**config.mk**
```make
export PLATFORM = sky130hd
export DESIGN_NAME = xor_checked_frame_receiver_unit
export DESIGN_NICKNAME = d
export VERILOG_FILES = /design/src/hw/rtl/xcfr_pkg.sv /design/src/hw/rtl/xcfr_parser.sv /design/src/hw/rtl/xor_checked_frame_receiver_unit.sv
export VERILOG_INCLUDE_DIRS = /design/src /design/src/hw/rtl
export SDC_FILE = /design/constraint.sdc
export NUM_CORES = 1
export LEC_CHECK = 0
export ABC_AREA = 1
export BUFFER_PORTS_ARGS = -buffer_cell sky130_fd_sc_hd__buf_2
export CAP_MARGIN = 20
export CORE_MARGIN = 10
export CORE_UTILIZATION = 25
export DETAILED_ROUTE_END_ITERATION = 8
export HOLD_SLACK_MARGIN = 0.05
export MAX_ROUTING_LAYER = met4
export SYNTH_ARGS = -nofsm -noshare
export SYNTH_HDL_FRONTEND = slang
export SYNTH_HIERARCHICAL = 1
export SYNTH_SLANG_ARGS = --single-unit
```
**constraint.sdc**
```tcl
create_clock -name clock -period 4.4 [get_ports clock]
set_input_delay 0.88 -clock clock [delete_from_list [all_inputs] [get_ports clock]]
set_output_delay 0.88 -clock clock [all_outputs]
set_load 0.005 [all_outputs]
```
**src/hw/rtl/xor_checked_frame_receiver_unit_assert.svh**
```systemverilog
// ----------------------------------------------------------------------------
// Assertion macros for the XOR-checked frame receiver
// Shared helpers for the concurrent checks at the end of the top level.
// ----------------------------------------------------------------------------
`ifndef XOR_CHECKED_FRAME_RECEIVER_UNIT_ASSERT_SVH
`define XOR_CHECKED_FRAME_RECEIVER_UNIT_ASSERT_SVH

// The consequent must hold in the same cycle as the antecedent.
`define XCFR_ASSERT_SAME(label, clk, rst, ante, cons) \
   label: assert property (@(posedge clk) disable iff (rst) (ante) |-> (cons)) \
      else $error("xcfr check failed");

// The consequent must hold in the cycle after the antecedent.
`define XCFR_ASSERT_NEXT(label, clk, rst, ante, cons) \
   label: assert property (@(posedge clk) disable iff (rst) (ante) |=> (cons)) \
      else $error("xcfr check failed");

`endif

```
**src/hw/rtl/xcfr_pkg.sv**
```systemverilog
// ----------------------------------------------------------------------------
// XOR-checked frame receiver package
// Frame phases, event and reply codes, header bytes and the result record.
// ----------------------------------------------------------------------------
`timescale 1ns / 1ps

package xcfr_pkg;

   typedef enum logic [2:0] {
      PH_WAIT   = 3'd0,
      PH_CMD    = 3'd1,
      PH_REQ    = 3'd2,
      PH_DATLEN = 3'd3,
      PH_DATVAR = 3'd4,
      PH_DAT    = 3'd5,
      PH_STAT   = 3'd6,
      PH_CHECK  = 3'd7
   } phase_type;

   typedef enum logic [2:0] {
      EV_NONE    = 3'd0,
      EV_PAYLOAD = 3'd1,
      EV_CMD_OK  = 3'd2,
      EV_REQ_OK  = 3'd3,
      EV_DAT_OK  = 3'd4,
      EV_STATUS  = 3'd5,
      EV_TOOLONG = 3'd6,
      EV_BADCHK  = 3'd7
   } event_type;

   typedef enum logic [1:0] {
      REPLY_NONE     = 2'd0,
      REPLY_RECEIVED = 2'd1,
      REPLY_TOO_MUCH = 2'd2,
      REPLY_CORRUPT  = 2'd3
   } reply_type;

   localparam logic [7:0] HDR_COMMAND = 8'b1000_0001;
   localparam logic [7:0] HDR_REQUEST = 8'b0100_0010;
   localparam logic [7:0] HDR_DATA    = 8'b0010_0100;
   localparam logic [7:0] HDR_STATUS  = 8'b0001_1000;

   typedef struct packed {
      event_type   event_res;
      reply_type   reply_code;
      logic [7:0]  value;
      logic [6:0]  variable;
      logic [7:0]  length;
      logic [6:0]  payload_index;
   } result_type;

endpackage

```
**src/hw/rtl/xcfr_parser.sv**
```systemverilog
// ----------------------------------------------------------------------------
// XOR-checked frame parser
// Frame state machine and running check; one result record per received byte.
// ----------------------------------------------------------------------------
`timescale 1ns / 1ps

module xcfr_parser
   import xcfr_pkg::*;
#(
   parameter int unsigned MAX_PAYLOAD = 127
) (
   input  logic       clock,
   input  logic       reset,
   input  logic       step,
   input  logic [7:0] rx_byte,
   output result_type result
);

   localparam logic [7:0] MaxLen = 8'(MAX_PAYLOAD);

   phase_type  phase_ff, phase_in;
   phase_type  prior_ff, prior_in;
   logic [7:0] check_ff, check_in;
   logic [7:0] count_ff, count_in;
   logic [7:0] held_ff, held_in;
   logic [7:0] var_ff, var_in;
   logic [7:0] len_ff, len_in;
   logic [7:0] count_inc;
   logic       too_long;
   logic       match;

   always_ff @(posedge clock) begin
      if (reset) begin
         phase_ff <= PH_WAIT;
         prior_ff <= PH_WAIT;
      end else if (step) begin
         phase_ff <= phase_in;
         prior_ff <= prior_in;
      end
   end

   always_ff @(posedge clock) begin
      if (reset) begin
         check_ff <= '0;
         count_ff <= '0;
         held_ff  <= '0;
         var_ff   <= '0;
         len_ff   <= '0;
      end else if (step) begin
         check_ff <= check_in;
         count_ff <= count_in;
         held_ff  <= held_in;
         var_ff   <= var_in;
         len_ff   <= len_in;
      end
   end

   always_comb begin
      too_long  = len_ff > MaxLen;
      match     = rx_byte == check_ff;
      count_inc = count_ff + 8'd1;
      phase_in  = phase_ff;
      prior_in  = prior_ff;
      check_in  = check_ff;
      count_in  = count_ff;
      held_in   = held_ff;
      var_in    = var_ff;
      len_in    = len_ff;
      result    = '0;
      case (phase_ff)
         PH_WAIT: begin
            check_in = rx_byte;
            prior_in = PH_WAIT;
            if (rx_byte == HDR_COMMAND) begin
               phase_in = PH_CMD;
            end else if (rx_byte == HDR_REQUEST) begin
               phase_in = PH_REQ;
            end else if (rx_byte == HDR_DATA) begin
               phase_in = PH_DATVAR;
            end else if (rx_byte == HDR_STATUS) begin
               phase_in = PH_STAT;
            end
         end
         PH_CMD, PH_REQ: begin
            held_in  = rx_byte;
            check_in = check_ff ^ rx_byte;
            prior_in = phase_ff;
            phase_in = PH_CHECK;
         end
         PH_DATVAR: begin
            var_in   = rx_byte;
            check_in = check_ff ^ rx_byte;
            prior_in = PH_DATVAR;
            phase_in = PH_DATLEN;
         end
         PH_DATLEN: begin
            len_in   = rx_byte;
            count_in = '0;
            check_in = check_ff ^ rx_byte;
            prior_in = PH_DATLEN;
            phase_in = (rx_byte == 8'd0) ? PH_CHECK : PH_DAT;
         end
         PH_DAT: begin
            check_in = check_ff ^ rx_byte;
            // An oversized frame is still consumed, but its bytes are not shown.
            if (!too_long) begin
               result.event_res     = EV_PAYLOAD;
               result.value         = rx_byte;
               result.variable      = var_ff[6:0];
               result.length        = len_ff;
               result.payload_index = count_ff[6:0];
            end
            if (count_inc == len_ff) begin
               count_in = '0;
               prior_in = PH_DAT;
               phase_in = PH_CHECK;
            end else begin
               count_in = count_inc;
            end
         end
         PH_STAT: begin
            result.event_res = EV_STATUS;
            result.value     = rx_byte;
            prior_in         = PH_STAT;
            phase_in         = PH_WAIT;
         end
         PH_CHECK: begin
            if (prior_ff == PH_CMD || prior_ff == PH_REQ) begin
               result.value = held_ff;
               if (!match) begin
                  result.event_res  = EV_BADCHK;
                  result.reply_code = REPLY_CORRUPT;
               end else begin
                  result.event_res  = (prior_ff == PH_CMD) ? EV_CMD_OK : EV_REQ_OK;
                  result.reply_code = REPLY_RECEIVED;
               end
            end else if (prior_ff == PH_DAT || prior_ff == PH_DATLEN) begin
               result.variable = var_ff[6:0];
               result.length   = len_ff;
               // Too much data wins over a bad check byte.
               if (too_long) begin
                  result.event_res  = EV_TOOLONG;
                  result.reply_code = REPLY_TOO_MUCH;
               end else if (!match) begin
                  result.event_res  = EV_BADCHK;
                  result.reply_code = REPLY_CORRUPT;
               end else begin
                  result.event_res  = EV_DAT_OK;
                  result.reply_code = REPLY_RECEIVED;
               end
            end
            prior_in = PH_CHECK;
            phase_in = PH_WAIT;
         end
         default: begin
            phase_in = PH_WAIT;
         end
      endcase
   end

endmodule

```
**src/hw/rtl/xor_checked_frame_receiver_unit.sv**
```systemverilog
// ----------------------------------------------------------------------------
// XOR-checked frame receiver
// Parses received bytes into command, request, data and status frames and
// reports one event per byte, with payload bytes streamed out by index.
// ----------------------------------------------------------------------------
//   channel   direction  fields
//   req_      in         rx_byte
//   rsp_      out        event_res, reply_code, value, variable, length,
//                        payload_index
//
// Every accepted byte gives exactly one result item in the next cycle.
// One byte per cycle is sustained unless the output stalls; the frame state
// update and the result register sit in a single pass.
// Reset returns the parser to waiting for a header and empties the result.
// A stalled result holds; a new item is still taken in the cycle it leaves.
// ----------------------------------------------------------------------------
`timescale 1ns / 1ps

module xor_checked_frame_receiver_unit
   import xcfr_pkg::*;
#(
   parameter int unsigned MAX_PAYLOAD = 127
) (
   input  logic       clock,
   input  logic       reset,
   input  logic       req_valid,
   output logic       req_stall,
   input  logic [7:0] req_rx_byte,
   output logic       rsp_valid,
   input  logic       rsp_stall,
   output logic [2:0] rsp_event_res,
   output logic [1:0] rsp_reply_code,
   output logic [7:0] rsp_value,
   output logic [6:0] rsp_variable,
   output logic [7:0] rsp_length,
   output logic [6:0] rsp_payload_index
);

`include "xor_checked_frame_receiver_unit_assert.svh"

   logic       load;
   logic       rsp_valid_ff, rsp_valid_in;
   result_type result;
   result_type result_ff;

   assign req_stall    = rsp_valid_ff && rsp_stall;
   assign load         = req_valid && !req_stall;
   assign rsp_valid_in = load || (rsp_valid_ff && rsp_stall);

   xcfr_parser #(
      .MAX_PAYLOAD(MAX_PAYLOAD)
   ) u_parser (
      .clock   (clock),
      .reset   (reset),
      .step    (load),
      .rx_byte (req_rx_byte),
      .result  (result)
   );

   always_ff @(posedge clock) begin
      if (reset) begin
         rsp_valid_ff <= 1'b0;
      end else begin
         rsp_valid_ff <= rsp_valid_in;
      end
   end

   always_ff @(posedge clock) begin
      if (load) begin
         result_ff <= result;
      end
   end

   assign rsp_valid         = rsp_valid_ff;
   assign rsp_event_res     = result_ff.event_res;
   assign rsp_reply_code    = result_ff.reply_code;
   assign rsp_value         = result_ff.value;
   assign rsp_variable      = result_ff.variable;
   assign rsp_length        = result_ff.length;
   assign rsp_payload_index = result_ff.payload_index;

   `XCFR_ASSERT_NEXT(a_accept_gives_result, clock, reset, load, rsp_valid)
   `XCFR_ASSERT_SAME(a_full_output_stalls_input, clock, reset,
                     rsp_valid && rsp_stall, req_stall)
   `XCFR_ASSERT_SAME(a_badchk_reply, clock, reset,
                     rsp_valid && rsp_event_res == EV_BADCHK,
                     rsp_reply_code == REPLY_CORRUPT)
   `XCFR_ASSERT_SAME(a_index_in_frame, clock, reset,
                     rsp_valid && rsp_event_res == EV_PAYLOAD,
                     8'(rsp_payload_index) < rsp_length)

endmodule
```
### Word level (Yosys, flattened, before mapping)

Cells that the tools add are included.

* bits in registers: 81
* logic and storage cells: 84
* bits of input ports: 12
* output and inout bits: 37

* add/sub/neg operators: 1
* bitwise gates (word level): 2
* magnitude comparators: 1
* reductions and logical operators: 21
* equality and inequality tests: 19
* multiplexer cells: 26

Operators with widths (count)
* one-hot mux 8 bit (2 select lines): 2
* two-way mux 15 bit: 2
* two-way mux 30 bit: 1
* one-hot mux 15 bit (2 select lines): 1
* one-hot mux 8 bit (3 select lines): 1
* one-hot mux 3 bit (7 select lines): 1
* two-way mux 3 bit: 6
* one-hot mux 3 bit (6 select lines): 1
* == test 8 bit: 2
* two-way mux 8 bit: 2
* == test 3 bit, second input constant: 5
* two-way mux 5 bit: 3
* == test 3 x 2 -> 1 bit, second input constant: 4
* AND reduction 2 bit: 6
* one-hot mux 3 bit (3 select lines): 1
* adder 8 x 1 -> 8 bit, second input constant: 1
* == test 8 x 5 -> 1 bit, second input constant: 1
* == test 8 x 6 -> 1 bit, second input constant: 1
* == test 8 x 7 -> 1 bit, second input constant: 1
* == test 8 bit, second input constant: 1
* greater-than comparator 8 x 7 -> 1 bit, second input constant: 1
* logical NOT 8 bit: 1
* two-way mux 4 bit: 2
* bitwise XOR 8 bit: 1
* other kinds (14): 22

### Longest topological paths before layout

Gate-level depths: netlist (run 1).

* depth in word-level cells: 6
* depth in mapped cells: 15
* mapped depth without buffers: 15

### Hierarchy

Netlist (run 1), hierarchy kept.

Modules (own cells, without submodules)
* xcfr_parser: cells each 416, times used 1, sequential area each 900.9 um^2, area each 2646.3 um^2
* xor_checked_frame_receiver_unit: cells each 41, times used 1, sequential area each 1071.0 um^2, area each 1099.8 um^2

### Worst setup path after synthesis (run 1)

Ideal clock, no wire load.

* kind: input-to-reg
* start: input rsp_stall
* end: register u_parser.count_ff[2]
* path buffers: 1
* cell stages on the path: 12
* slack: 1.110 ns
* required time: 4.330 ns
* setup time: 0.070 ns
* arrival: 3.219 ns
* path through: nand2_2 -> inv_2 -> nor2_2 -> buf_4 -> inv_1 -> nor2_1 -> inv_1 -> nor2_1 -> a21oi_2 -> nor2_8 -> nand2_1 -> a21oi_1

* longest elaborated chain between the ends: 4

Ends and longest elaborated chain
* start: declaration: line xor_checked_frame_receiver_unit.sv:30 `input logic rsp_stall,`
* logical AND 1 bit: line xor_checked_frame_receiver_unit.sv:46 `assign req_stall = rsp_valid_ff && rsp_stall;`
* named net req_stall: line xor_checked_frame_receiver_unit.sv:27 `output logic req_stall,`
* logical NOT 1 bit: line xor_checked_frame_receiver_unit.sv:47 `assign load = req_valid && !req_stall;`
* logical AND 1 bit: line xor_checked_frame_receiver_unit.sv:47
* named net load: line xor_checked_frame_receiver_unit.sv:41 `logic load;`
* AND reduction 2 bit (no line)
* end signal: assignment: line xcfr_parser.sv:51 `count_ff <= count_in;`
* end: declaration: line xcfr_parser.sv:24 `logic [7:0] count_ff, count_in;`

The timed path passes the listed nets, and every way through them passes these cells.
A chain may end at the register's enable or synchronous reset.

### Final worst setup path (run 1)

* start: input rsp_stall
* end: register u_parser.count_ff[7]

* longest elaborated chain between the ends: 4

Ends and longest elaborated chain (line)
* logical AND 1 bit: xor_checked_frame_receiver_unit.sv:46
* logical NOT 1 bit: xor_checked_frame_receiver_unit.sv:47
* logical AND 1 bit: xor_checked_frame_receiver_unit.sv:47
* named net load: xor_checked_frame_receiver_unit.sv:41
* AND reduction 2 bit (no line)

The timed path passes the listed nets, and every way through them passes these cells.

==> flow_summary.json, run 1 <==
{
  "cts_buffer_depth": 2,
  "synthCells": 457,
  "p_per_area_mw_per_mm2": 457,
  "grt_pass1_wl_um": 15500,
  "gr-usage-met2_pct": 16.0,
  "drtAntennaViolNets": 0,
  "synth_mux_area_share_pct": 0,
  "seq_power_share_pct": 44.1,
  "final_nets": 520,
  "slew_violations": 0,
  "post-cts-setup-buffer-count": 0,
  "synth-simple-area-share_pct": 23.1,
  "final_cell_count_no_fill": 696,
  "ys_async_sr_fraction_pct": 0,
  "initial_core_util_pct": 25.7,
  "fp.dieW_um": 142,
  "syn_area_per_cell_um2": 8.20,
  "rsz0062_at_grt": "false",
  "sw_frac_of_total_pct": 30.3,
  "pwr-share-clk_pct": 37.0,
  "synth_fp_nets": 470,
  "synth_compound_area_share_pct": 13.6,
  "design.portCount": 49,
  "fin_crit_ns": 2.55,
  "cp-start-kind": "primary input",
  "ys.flop_type": "dfxtp_1",
  "worstPathArrival_ns": 2.81,
  "synth_common_cells": "93 x nand2_1, 66 x inv_1, 50 x nor2_1, 46 x dfxtp_1, 43 x a21oi_1",
  "ctsHoldBuffers": 0,
  "max_freq_ghz": 0.392,
  "fin_crit_sh_pct": 58.0,
  "use_met3_pct": 2.17,
  "grt_pass1_vias": 3158,
  "ys_types": 33,
  "syn_area_mm2": 0.00375,
  "p_switching_uw": 622,
  "post_cts_resized": 0,
  "worstMarginPinSlew_ns": 0.955,
  "dp.cells": 680,
  "clk_latency_ns": 0.34,
  "first_iter_violations": 216,
  "hp-class": "reg -> reg",
  "placed_cell_area_mm2": 0.00419,
  "setup_viol": 0,
  "synth.most_common_cell": "nand2_1",
  "design_area_mm2": 0.00449,
  "synth_fa_ha_area_share_pct": 0.334,
  "crit_required_ns": 4.66,
  "synth-edff-count": 35,
  "cts.clk_slew.worst_paths_ns": 0.06,
  "finalHoldViolCount": 0,
  "vdd_drop_max_uv": 185,
  "avgViaCountPerCell": 4.57,
  "synth_top_family_by_area": "simple AND/OR/NAND/NOR gates",
  "first_pass_iters": 5,
  "synth_xor_area_share_pct": 2.10,
  "row_count": 44,
  "root_buffer": "clkbuf_16",
  "synth-seq-cells": 81,
  "skew_ns": 0.00744,
  "cts_sinks": 81,
  "finalSetupTns_ns": 0,
  "p_leak_uw": 0.00185,
  "yosys-top-cells-area": "edfxtp_1 28%, dfxtp_1 25%, nand2_1 9.3%",
  "grt_busiest_layer": "met2",
  "drc_errors": 0,
  "cts_tree": "built",
  "relSlewSlack_pct": 36.3,
  "core_mm2": 0.0146,
  "die_h_um": 142,
  "h-tree-depth": 3,
  "critPathKind": "in -> reg",
  "met1_usage_pct": 11.2,
  "internal_power_uw": 1430,
  "drive_gt1_share_pct": 16.4,
  "totalWireLength_um": 9560,
  "routedWlPerCell_um": 13.7,
  "antenna_found_initial": 0,
  "numCtsBuffers": 9,
  "critPathCaptureType": "flip-flop",
  "die_area_mm2": 0.0203,
  "diodes": 0,
  "grt_max_degree": 29,
  "cp_max_fo": 18,
  "grt_usage_pct": 9.81,
  "gr-total-overflow": 0,
  "yosys.area.top_type": "edfxtp_1",
  "port_buffers": 48,
  "cap_violations": 0,
  "seq_area_frac_synth_pct": 52.6,
  "area_delta_synth_final_pct": 19.9,
  "post-dp-hpwl_um": 7120,
  "outcome": "complete, no violations",
  "pwr-share-comb_pct": 18.9,
  "yosys_warnings": 6,
  "vias": 3181,
  "place.gp.congestion": 0.875,
  "synth_top_area_share_pct": 28.1
}
[state kept, by name (all words and copies together) (netlist names)]
name               count
u_parser/phase_ff      3
u_parser/held_ff       8
rsp_variable           7
rsp_event_res          3
rsp_value              8
u_parser/count_ff      8
u_parser/prior_ff      3
u_parser/var_ff        7
rsp_length             8
u_parser/check_ff      8
rsp_payload_index      7
u_parser/len_ff        8
rsp_reply_code         2
rsp_valid              1
[cell usage in the layout, fill, tap and decap left out]
cell type,instances
a21oi_1,43
a21oi_2,2
a22oi_1,3
a31oi_1,1
and2_1,1
buf_2,48
buf_4,2
bufinv_16,1
clkbuf_16,9
clkinv_2,1
clkinv_4,1
clkinvlp_4,2
dfxtp_1,46
edfxtp_1,35
ha_1,1
inv_1,66
inv_2,2
inv_6,1
inv_8,1
nand2_1,93
nand2_2,3
nand2_4,1
nand3_1,22
nand3_2,1
nand3_4,1
nand4_1,5
nor2_1,50
nor2_2,3
nor2_4,1
nor2_8,2
nor3_1,5
nor3_4,1
nor4_1,3
o21a_1,1
o21ai_0,35
o21ai_2,1
o21bai_1,1
o22ai_1,8
xnor2_1,7
xor2_1,2
[metrics by stage]
stage / hold slack, ns / power, uW / setup WS [ns] / util (%)
2_1_floorplan: 0.429 / 1200 / 1.11 / -
3_3_place_gp: 0.439 / 1290 / 1.61 / 28.7
3_5_place_dp: 0.446 / 1310 / 1.52 / 28.7
4_1_cts: 0.456 / 2070 / 1.85 / 30.8
5_1_grt: 0.487 / 2180 / 1.58 / 30.8
6_report: 0.455 / 2050 / 1.85 / 30.8
[logic make-up after synthesis]
| kind of cell | Yosys count |
|---|---|
| simple gates | 192 |
| xor+xnor | 9 |
| fa+ha+maj | 1 |
| buf+inv | 79 |
| compound gates | 95 |
| flops | 81 |
[layout make-up]
cell class	instances	area, um2
Clock buffer	9	225
Inverter	68	255
Timing Repair Buffer	50	255
Fill cell	1547	10100
Sequential cell	81	1970
Clock inverter	7	78.8
Tap cell	184	230
Multi-Input combinational cell	297	1470
[final timing paths]
check | startpoint | endpoint | slack, ns | depth (start not counted)
worst max-delay path | rsp_stall | u_parser/count_ff[7] | 1.85 | 13
worst min-delay path | u_parser/var_ff[3] | u_parser/var_ff[3] | 0.46 | 2
worst max register to register | rsp_valid | u_parser/count_ff[7] | 2.16 | 12
worst min register to register | u_parser/var_ff[3] | u_parser/var_ff[3] | 0.46 | 2
[metal layers]
layer  routed length [um]  share of wire, %
met1                 4150                43
met2                 4630                48
met3                  582               6.1
met4                  195               2.0
met5                    0                 0
[worst max-delay path: stages]
cell     delay [ns]
buf_2          0.10
nand2_2        0.07
inv_2          0.05
nor2_4         0.45
inv_1          0.16
nor2_1         0.16
inv_1          0.07
nor2_1         0.10
buf_4          0.20
a21oi_2        0.14
nor2_8         0.23
nand2_1        0.07
a21oi_1        0.13
[power groups by stage]
stage	sequential, uW	clock, uW	combinational, uW
after floorplan	915	0	287
after global placement	918	0	368
after detailed placement	921	0	385
after CTS	904	780	387
after global routing	913	821	448
final	905	760	387
No activity file was read; power rests on OpenSTA's default activity.
==> run 2: changes to the inputs <==
--- a/config.mk
+++ b/config.mk
@@ -6,7 +6,7 @@
 export SDC_FILE = /design/constraint.sdc
 export NUM_CORES = 1
 export LEC_CHECK = 0
-export ABC_AREA = 1
+export ABC_AREA = 0
 export BUFFER_PORTS_ARGS = -buffer_cell sky130_fd_sc_hd__buf_2
 export CAP_MARGIN = 20
 export CORE_MARGIN = 10
==> constraint.sdc (replaced) <==
create_clock -name clock -period 2.5 [get_ports clock]
set_input_delay 0.5 -clock clock [delete_from_list [all_inputs] [get_ports clock]]
set_output_delay 0.5 -clock clock [all_outputs]
set_load 0.005 [all_outputs]
==> run 2 against run 1 <==
Compared with the run above:
- register-to-register slack worse by 2.0 ns
- combinational power down 30%
- largest cell class unchanged
- synthesized cell count decreased by 14%
- sequential share of layout area decreased by 0.93 points
- via count is 5.2% lower
- clock skew fell by 0.00053 ns
- highest routed layer unchanged
- non-clock buffer count is 13 higher
==> flow_summary.json, run 2 <==
{
  "avgViaCountPerCell": 4.80,
  "cts.clk_slew.worst_paths_ns": 0.06,
  "seq_power_share_pct": 48.7,
  "p_per_area_mw_per_mm2": 653,
  "h-tree-depth": 3,
  "pwr-share-comb_pct": 9.1,
  "design.portCount": 49,
  "core_mm2": 0.0151,
  "synth-seq-cells": 81,
  "routedWlPerCell_um": 14.7,
  "fillers": 1548,
  "synth.most_common_cell": "nand2_1",
  "clk_latency_ns": 0.34,
  "fin_crit_sh_pct": 93.2,
  "diodes": 0,
  "drtAntennaViolNets": 0,
  "vias": 3015,
  "seq_area_frac_synth_pct": 51.5,
  "relSlewSlack_pct": 47.1,
  "critPathKind": "reg -> reg",
  "finalSetupTns_ns": 0,
  "worstPathArrival_ns": 2.54,
  "first_pass_iters": 5,
  "yosys_warnings": 6,
  "pwr-share-clk_pct": 42.2,
  "hp-class": "in -> reg",
  "final_cell_count_no_fill": 628,
  "sw_frac_of_total_pct": 22.9,
  "critPathMaxStageDelay_ns": 0.45,
  "critPathCaptureType": "flip-flop",
  "drc_errors": 0,
  "grt_pass1_vias": 2950,
  "crit_required_ns": 2.71,
  "fp.dieW_um": 144,
  "initial_core_util_pct": 25.4,
  "cp_slowest_cell": "dfxtp_1",
  "row_count": 45,
  "cp-start-kind": "flip-flop",
  "synth_fp_nets": 406,
  "die_h_um": 144,
  "cts_sinks": 81,
  "setup_viol": 0,
  "totalWireLength_um": 9250,
  "ys_async_sr_fraction_pct": 0,
  "syn_area_mm2": 0.00383,
  "drive_gt1_share_pct": 19.5,
  "yosys-top-cells-area": "edfxtp_1 27%, dfxtp_1 24%, nand2_1 5.1%",
  "die_area_mm2": 0.0207,
  "ctsHoldBuffers": 0,
  "first_iter_violations": 252,
  "grt_max_degree": 40,
  "numCtsBuffers": 9,
  "worstMarginPinSlew_ns": 0.792,
  "syn_area_per_cell_um2": 9.74,
  "final_nets": 448,
  "post_cts_resized": 0,
  "crit_family": "simple AND/OR/NAND/NOR gates",
  "cap_violations": 0,
  "cts_tree": "built",
  "post-cts-setup-buffer-count": 0,
  "internal_power_uw": 2310,
  "placed_cell_area_mm2": 0.00428,
  "whs_path_depth": 3,
  "ys_types": 51,
  "grt_pass1_wl_um": 15200,
  "post-dp-hpwl_um": 6460,
  "p_switching_uw": 684,
  "max_freq_ghz": 0.429,
  "finalHoldViolCount": 0,
  "r2r_cells": 7,
  "synth_top_area_share_pct": 27.5,
  "mostFrequentLayoutCell": "nand2_1",
  "place.gp.congestion": 0.848,
  "path_cells": "ha_1 -> and3_1 -> xnor2_1 -> nor4_2 -> o2111ai_4 -> a211oi_1 -> nor3_1",
  "critPathBufInv": 0,
  "grt_usage_pct": 9.52,
  "cts_buffer_depth": 2,
  "power_uw": 3000,
  "yosys.area.top_type": "edfxtp_1",
  "synth-edff-count": 35,
  "synth_common_cells": "52 x nand2_1, 46 x dfxtp_1, 35 x edfxtp_1, 32 x nor2_1, 24 x clkbuf_1",
  "antenna_found_initial": 0,
  "design_area_mm2": 0.00459,
  "worstSetupPathDepth": 7,
  "root_buffer": "clkbuf_16",
  "final_cell_mix": "52 x nand2_1, 48 x buf_2, 46 x dfxtp_1",
  "synthCells": 393,
  "cp_max_fo": 11,
  "port_buffers": 48,
  "p_leak_uw": 0.00174,
  "slew_violations": 0,
  "whs_ns": 0.402,
  "fin_crit_ns": 2.33,
  "area_delta_synth_final_pct": 19.9,
  "vdd_drop_max_uv": 358,
  "dp.cells": 612,
  "skew_ns": 0.00690,
  "outcome": "complete, no violations",
  "ys.flop_type": "dfxtp_1",
  "gr-total-overflow": 0
}
## run 2: cell families after synthesis
logic type | after synthesis | share of synthesized area [%]
and+or+nand+nor | 154 | 19.8
adders and majority gates | 1 | 0.327
buffers and inverters | 41 | 4.71
xor gates and xnor gates | 29 | 6.64
DFF | 81 | 51.5
muxes | 18 | 4.74
AOI/OAI and AO/OA | 69 | 12.3
## run 2: layout make-up
type | count | area, um2 | share of cell area (%)
repair buffers | 63 | 353 | 7.69
flip-flops and latches | 81 | 1970 | 43.0
inverters | 9 | 33.8 | 0.736
clock inverters | 4 | 47.5 | 1.04
multi-input cells | 271 | 1710 | 37.3
well taps | 188 | 235 | 5.13
clock buffers | 12 | 236 | 5.15
## run 2: per-layer routing
layer / track usage (%) / share of wire, % / vias up
li1: - / - / 1473
met1: 10.6 / 44 / 1452
met2: 15.9 / 50 / 78
met3: 2.24 / 4.7 / 12
met4: 4.35 / 2.0 / 0
met5: - / 0 / -
## run 2: worst paths after layout
check	start	slack, ns	endpoint
max	u_parser/count_ff[0]	0.17	u_parser/prior_ff[1]
max reg2reg	u_parser/count_ff[0]	0.17	u_parser/prior_ff[1]
min	req_valid	0.40	rsp_valid
min reg2reg	u_parser/var_ff[6]	0.49	u_parser/var_ff[6]
## run 2: power by group through the flow
| stage | logic, uW | registers (uW) | clock network (uW) |
|---|---|---|---|
| final | 272 | 1460 | 1260 |
| after global routing | 302 | 1460 | 1360 |
| after CTS | 275 | 1460 | 1310 |
| after detailed placement | 274 | 1490 | 0 |
| after global placement | 268 | 1480 | 0 |
| after floorplan | 185 | 1480 | 0 |
## run 2: worst register-to-register path: stages (launching register included)
cell and delay, ns:
dfxtp_1 0.45, ha_1 0.29, and3_1 0.26, xnor2_1 0.11, nor4_2 0.38, o2111ai_4 0.31
a211oi_1 0.32, nor3_1 0.08
## run 2: metrics by stage
step                      setup slack [ns]  util, %
after detailed placement            0.0943     28.4
after CTS                           0.0719     30.2
after global routing               -0.0116     30.4
after global placement               0.209     28.4
final                                0.170     30.4
after floorplan                     0.0190        -
